**config.mk**
```make
export PLATFORM = sky130hd
export DESIGN_NAME = trpm_level
export DESIGN_NICKNAME = d
export VERILOG_FILES = /design/src/hdl/triangle_refine_point_matrix_unit_assert.svh /design/src/hdl/trpm_pkg.sv /design/src/hdl/trpm_level.sv
export SDC_FILE = /design/constraint.sdc
export NUM_CORES = 1
export LEC_CHECK = 0
export BUFFER_PORTS_ARGS = -buffer_cell sky130_fd_sc_hd__buf_2
export CORE_ASPECT_RATIO = 2
export CORE_MARGIN = 4
export CORE_UTILIZATION = 30
export DETAILED_ROUTE_END_ITERATION = 12
export GPL_TIMING_DRIVEN = 0
export PLACE_DENSITY = 0.55
export SKIP_LAST_GASP = 1
export SYNTH_ARGS = -nofsm -noshare
export SYNTH_HDL_FRONTEND = slang
export SYNTH_SLANG_ARGS = --single-unit
```
**constraint.sdc**
```tcl
create_clock -name clk -period 7.75 [get_ports clk]
set_input_delay 0.3875 -clock clk [delete_from_list [all_inputs] [get_ports clk]]
set_output_delay 0.3875 -clock clk [all_outputs]
set_load 0.05 [all_outputs]
```
**src/hdl/triangle_refine_point_matrix_unit_assert.svh**
```systemverilog
// Assertion macros for the triangle refine point matrix unit.
// Each macro clocks on the given clock and is disabled while reset is low.
`ifndef TRIANGLE_REFINE_POINT_MATRIX_UNIT_ASSERT_SVH
`define TRIANGLE_REFINE_POINT_MATRIX_UNIT_ASSERT_SVH

// Condition must hold at every edge out of reset.
`define TRPM_ASSERT_ALWAYS(name, clk, rst_n, cond, msg) \
	name: assert property (@(posedge clk) disable iff (!rst_n) (cond)) else $error(msg);

// Consequent must hold in the same cycle as the antecedent.
`define TRPM_ASSERT_IMPLY(name, clk, rst_n, ante, cons, msg) \
	name: assert property (@(posedge clk) disable iff (!rst_n) (ante) |-> (cons)) \
		else $error(msg);

`endif

```
**src/hdl/trpm_pkg.sv**
```systemverilog
// ----------------------------------------------------------------------------
// trpm_pkg
// Types, group codes and midpoint helpers shared by the refine point matrix.
// ----------------------------------------------------------------------------
`default_nettype none

package trpm_pkg;

	localparam int unsigned CODE_W  = 36;
	localparam int unsigned GROUP_W = 3;
	localparam int unsigned COORD_W = 13;
	localparam int unsigned FRAC_W  = 12;

	typedef logic [CODE_W-1:0]  code_t;
	typedef logic [GROUP_W-1:0] group_t;
	typedef logic [COORD_W-1:0] coord_t;

	// 1.0 in fixed point
	localparam coord_t ONE_FX = coord_t'(1 << FRAC_W);

	// Refinement group codes
	localparam group_t GRP_NONE    = 3'd0;
	localparam group_t GRP_CHILD0  = 3'd1;
	localparam group_t GRP_CHILD1  = 3'd2;
	localparam group_t GRP_CHILD2  = 3'd3;
	localparam group_t GRP_CHILD3  = 3'd4;
	localparam group_t GRP_BISECT0 = 3'd5;
	localparam group_t GRP_BISECT1 = 3'd6;
	localparam group_t GRP_BAD     = 3'd7;

	typedef struct packed {
		coord_t x;
		coord_t y;
	} point_t;

	typedef struct packed {
		point_t a;
		point_t b;
		point_t c;
	} vtx_t;

	// Item state carried from one level stage to the next
	typedef struct packed {
		vtx_t  verts;
		code_t code;
		logic  started;
		logic  bad;
	} stage_t;

	typedef struct packed {
		coord_t a_x;
		coord_t a_y;
		coord_t b_x;
		coord_t b_y;
		coord_t c_x;
		coord_t c_y;
		logic   invalid;
	} result_t;

	localparam vtx_t UNIT_VERTS = '{
		a: '{x: '0,     y: '0},
		b: '{x: ONE_FX, y: '0},
		c: '{x: '0,     y: ONE_FX}
	};

	function automatic coord_t mid_coord(coord_t p, coord_t q);
		logic [COORD_W:0] sum;
		begin
			sum = {1'b0, p} + {1'b0, q};
			return sum[COORD_W:1];
		end
	endfunction

	function automatic point_t mid(point_t p, point_t q);
		point_t r;
		begin
			r.x = mid_coord(p.x, q.x);
			r.y = mid_coord(p.y, q.y);
			return r;
		end
	endfunction

	// Apply one refinement group; invalid codes leave the vertices alone.
	function automatic vtx_t refine(vtx_t v, group_t g);
		vtx_t r;
		begin
			r = v;
			unique case (g)
				GRP_CHILD0: begin
					r.b = mid(v.a, v.b);
					r.c = mid(v.a, v.c);
				end
				GRP_CHILD1: begin
					r.a = mid(v.a, v.b);
					r.c = mid(v.b, v.c);
				end
				GRP_CHILD2: begin
					r.a = mid(v.a, v.c);
					r.b = mid(v.b, v.c);
				end
				GRP_CHILD3: begin
					r.a = mid(v.b, v.c);
					r.b = mid(v.c, v.a);
					r.c = mid(v.a, v.b);
				end
				GRP_BISECT0: begin
					r.a = v.c;
					r.b = v.a;
					r.c = mid(v.a, v.b);
				end
				GRP_BISECT1: begin
					r.a = v.b;
					r.b = v.c;
					r.c = mid(v.a, v.b);
				end
				default: begin
					r = v;
				end
			endcase
			return r;
		end
	endfunction

endpackage

`default_nettype wire

```
**src/hdl/trpm_level.sv**
```systemverilog
// ----------------------------------------------------------------------------
// trpm_level
// One pipeline stage: apply the refinement group of one level and register.
// ----------------------------------------------------------------------------
`default_nettype none

module trpm_level #(
	parameter int unsigned LEVEL = 0
) (
	input  wire logic            clk,
	input  wire logic            arst_n,
	input  wire logic            in_valid,
	output logic                 in_ready,
	input  wire trpm_pkg::stage_t in_data,
	output logic                 out_valid,
	input  wire logic            out_ready,
	output trpm_pkg::stage_t     out_data
);
	import trpm_pkg::*;

	localparam bit HAS_GROUP = ((LEVEL + 1) * GROUP_W) <= CODE_W;

	group_t grp;
	logic   start_now;
	logic   grp_bad;
	stage_t next_d;
	logic   valid_s1;
	stage_t data_s1;

	generate
		if (HAS_GROUP) begin : g_group
			assign grp = in_data.code[LEVEL*GROUP_W +: GROUP_W];
		end else begin : g_nogroup
			// levels above the code width read as zero groups
			assign grp = GRP_NONE;
		end
	endgenerate

	assign start_now = in_data.started || (grp != GRP_NONE);
	assign grp_bad   = (grp == GRP_NONE) || (grp == GRP_BAD);

	always_comb begin
		next_d = in_data;
		if (start_now) begin
			next_d.started = 1'b1;
			next_d.bad     = in_data.bad || grp_bad;
			next_d.verts   = refine(in_data.verts, grp);
		end
	end

	assign in_ready  = !valid_s1 || out_ready;
	assign out_valid = valid_s1;
	assign out_data  = data_s1;

	always_ff @(posedge clk or negedge arst_n) begin
		if (!arst_n) begin
			valid_s1 <= 1'b0;
		end else if (in_ready) begin
			valid_s1 <= in_valid;
		end
	end

	always_ff @(posedge clk) begin
		if (in_ready && in_valid) begin
			data_s1 <= next_d;
		end
	end

endmodule

`default_nettype wire

```
==> metrics.cfg <==
[die]
die_area_um2=37440
ioPinCount=238
core_um2=33760
die_w_um=138.8
die_h_um=269.7
placementRows=95
initial_utilization_pct=30.42

[global_route]
grt-ovfl-total=0
antenna_found_initial=1
grt_use_total_pct=28.28
grt_pass1_wl_mm=78.29
grt_pass1_vias=11940
grt_max_degree=72

[final_layout]
drive_above_1_share_pct=19.75
area_growth_pct=23.48
nNetsFinal=1649
final.fill_count=3571
regArea_um2=3508
final_core_util_pct=37.56
multi_input_area_um2=6422

[setup_path]
cp_common_cell=clkbuf_1
cp.required_ns=7.95
cp_slowest_cell=nor2_1
r2r_start=out_valid$_DFFE_PN0N_
end_kind=flip-flop
cp_top_family=simple AND/OR/NAND/NOR gates
cp_max_fo=10
worstPathCellList=buf_2, clkbuf_1, nand2_1, nor2_1, clkbuf_1, a22oi_1, a21oi_1
crit_type=input pin to flip-flop
cp_num_buf_inv=3
start_kind=input pin
cpPeakStageDelay_ns=1.10
ff2ff_setup_slack_ns=5.86
cp.arrival_ns=4.06
crit_path_start=in_data[3]

[logic_synthesis]
syn_area_um2=10270
postSynthAreaPerCell_um2=8.601
synth_xor_xnor_area_share_pct=4.349
yosys.area.top_type_share_pct=33.92
synth_area_leaders=edfxtp_1, ha_1, a21oi_1, nand2_1, o21ai_0
synth_compound_area_share_pct=32.44
synth_top_area_cell=edfxtp_1
ys_ff_latch=117
synth_edf_count=116
synth_ff_type=edfxtp_1
synthSimpleGateAreaFrac_pct=14.64
yosys.area_share.adder_pct=9.942
synth-async-reset-ratio_pct=0.8547
ys_seq_area_share_pct=34.16
synthMuxAreaShare_pct=1.133
yosysWarnings=0
synth_fp_nets=1392
netlist_instances=1194
ys_types=70
synth_top_family_by_area=compound AO/OA/AOI/OAI gates

[sta]
setup_slack_ns=3.891
slew_violations=0
relSlewSlack_pct=8.870
rsz0062_at_grt=false
period_share_pct=49.79
fin_setup_tns_ns=0
fin_skew_ns=0.01192
post-route-min-period_ns=3.859
tightest_slew_ns=1.367
fmax_mhz=259.1
hold_viol_final=0
fin_hold_ws_ns=0.1308
setup_viol=0

[route]
wire_per_inst_um=29.39
wl_mm=55.85
drtPass1Iterations=5
drc_errors=0
ant_nets=0
via_count=11870
dr.first_iter.drc_count=1098
viasPerCell=6.248

[clock_tree]
cts-root-buf=clkbuf_16
max-clock-path-buffers=2
cts_buffers=17
cts_tree=built
htreeDepth=4
clk_pin_slew_ns=0.06
clock-sinks=117
clock_latency_ns=0.44

[pwr]
p_leak_nw=5.050
seqPwrFrac_pct=28.9
powerDensity_nw_per_um2=212.3
pwr-share-clk_pct=32.9
combPwrFrac_pct=38.1
p_sw_share_pct=38.39
p_sw_mw=1.033
p_int_mw=1.658
power_mw=2.692
ir_worst_vdd_mv=0.1425

[placement]
dpl.hpwl_mm=42.19
place_congestion=1.021
io_buffer_count=236
pre_cts_ws_ns=3.904

[job]
drv_cap=0

[outcome]
outcome=complete, no violations

[worst_hold_path]
min_from=in_data[35]
hp-class=input pin to flip-flop

-- Yosys cell counts, types with 10 or more instances --
| library cell | instances |
|---|---|
| a22oi_1 | 19 |
| o21ai_0 | 91 |
| nand2b_1 | 10 |
| nand4_1 | 10 |
| a221oi_1 | 22 |
| o221ai_1 | 16 |
| o22a_1 | 13 |
| buf_1 | 11 |
| nor2_1 | 110 |
| a21oi_1 | 142 |
| o21a_1 | 11 |
| a211oi_1 | 18 |
| nand3_1 | 16 |
| xnor2_1 | 28 |
| a21o_1 | 22 |
| nor3_1 | 23 |
| o211ai_1 | 13 |
| o22ai_1 | 37 |
| clkbuf_1 | 53 |
| edfxtp_1 | 116 |
| a31oi_1 | 13 |
| xor2_1 | 23 |
| ha_1 | 72 |
| inv_1 | 26 |
| nand2_1 | 132 |
-- power groups by stage --
stage / Sequential (mW) / Clock [mW] / Combinational, mW
final: 0.779 / 0.886 / 1.03
after global routing: 0.784 / 0.928 / 1.07
after CTS: 0.780 / 0.906 / 0.997
after detailed placement: 0.792 / 0 / 0.993
after global placement: 0.798 / 0 / 0.983
after floorplan: 0.967 / 0 / 0.479
-- final cells by class --
cell class	count	area share [%]
Multi-Input combinational cell	986	50.65
Sequential cell	117	27.67
Timing Repair Buffer	238	9.610
Tap cell	436	4.302
Clock buffer	19	3.414
Buffer	64	1.894
Clock inverter	12	1.648
Inverter	27	0.7992
Antenna cell	1	0.01973
-- worst reg2reg max path: cells and delay by family (launching register included) --
family	cells	cell delay [ns]
flops	1	0.37
buf+inv	1	0.36
simple gates	2	0.70
-- timing repair --
action                                 in CTS  in global routing
setup buffers                               0                  0
endpoints found under the hold margin       1                  0
hold buffers                                1                  0
gates resized for setup                     0                  0
-- kinds of logic (layout without fill, tap and decap cells) --
family	count (synthesis)	count (layout)
AO/OA/AOI/OAI	503	503
XOR/XNOR	51	51
adder cells (fa/ha/maj)	78	78
buffers and inverters	91	360
flip-flops	117	117
multiplexers	11	11
other	0	1
AND/OR/NAND/NOR	343	343
-- layer usage --
metal / wire [µm] / global-route usage, % / vias to the layer above / share of wire, %
met5: 0 / 0 / - / 0
met4: 5822 / 25.13 / 0 / 10
met3: 3996 / 5.762 / 305 / 7.2
met2: 28110 / 50.55 / 716 / 50
met1: 17920 / 26.82 / 5705 / 32
li1: - / - / 5146 / -
-- sequential cells by signal, summed over array words and instances (netlist names) --
register,count
out_valid,1
out_data,116
-- path summary, 6_finish.rpt --
kind | cells past startpoint | to
min reg2reg | 2 | out_valid$_DFFE_PN0N_
max in group asynchronous | 2 | out_valid$_DFFE_PN0N_
min in group asynchronous | 2 | out_valid$_DFFE_PN0N_
min | 1 | out_data[35]$_DFFE_PP_
max reg2reg | 3 | out_data[46]$_DFFE_PP_
max | 7 | out_data[99]$_DFFE_PP_
-- placed cells by master, fill, tap and decap left out, drive strengths merged, types with 7 or more instances in the layout --
cell / n
nor3: 23
and2: 8
buf: 248
nand2: 132
a221o: 7
edfxtp: 116
o21ai: 93
nand3: 16
o22ai: 38
o211ai: 13
nand4: 10
inv: 26
or3: 8
a211oi: 18
nor2: 110
a221oi: 23
o22a: 13
clkbuf: 72
a21o: 22
a22oi: 19
nand2b: 10
or2: 9
o21a: 11
o221ai: 16
a31oi: 13
xnor2: 28
ha: 72
a21oi: 143
xor2: 23
-- stage by stage --
| step | cell area [µm²] | instances |
|---|---|---|
| finish | 12680 | 1900 |
| global route | 12680 | 1900 |
| CTS | 12680 | 1899 |
| detailed placement | 12030 | 1867 |
| global placement | 12000 | 1866 |
| floorplan | 10270 | 1194 |
(Power assumes the default switching activity.)
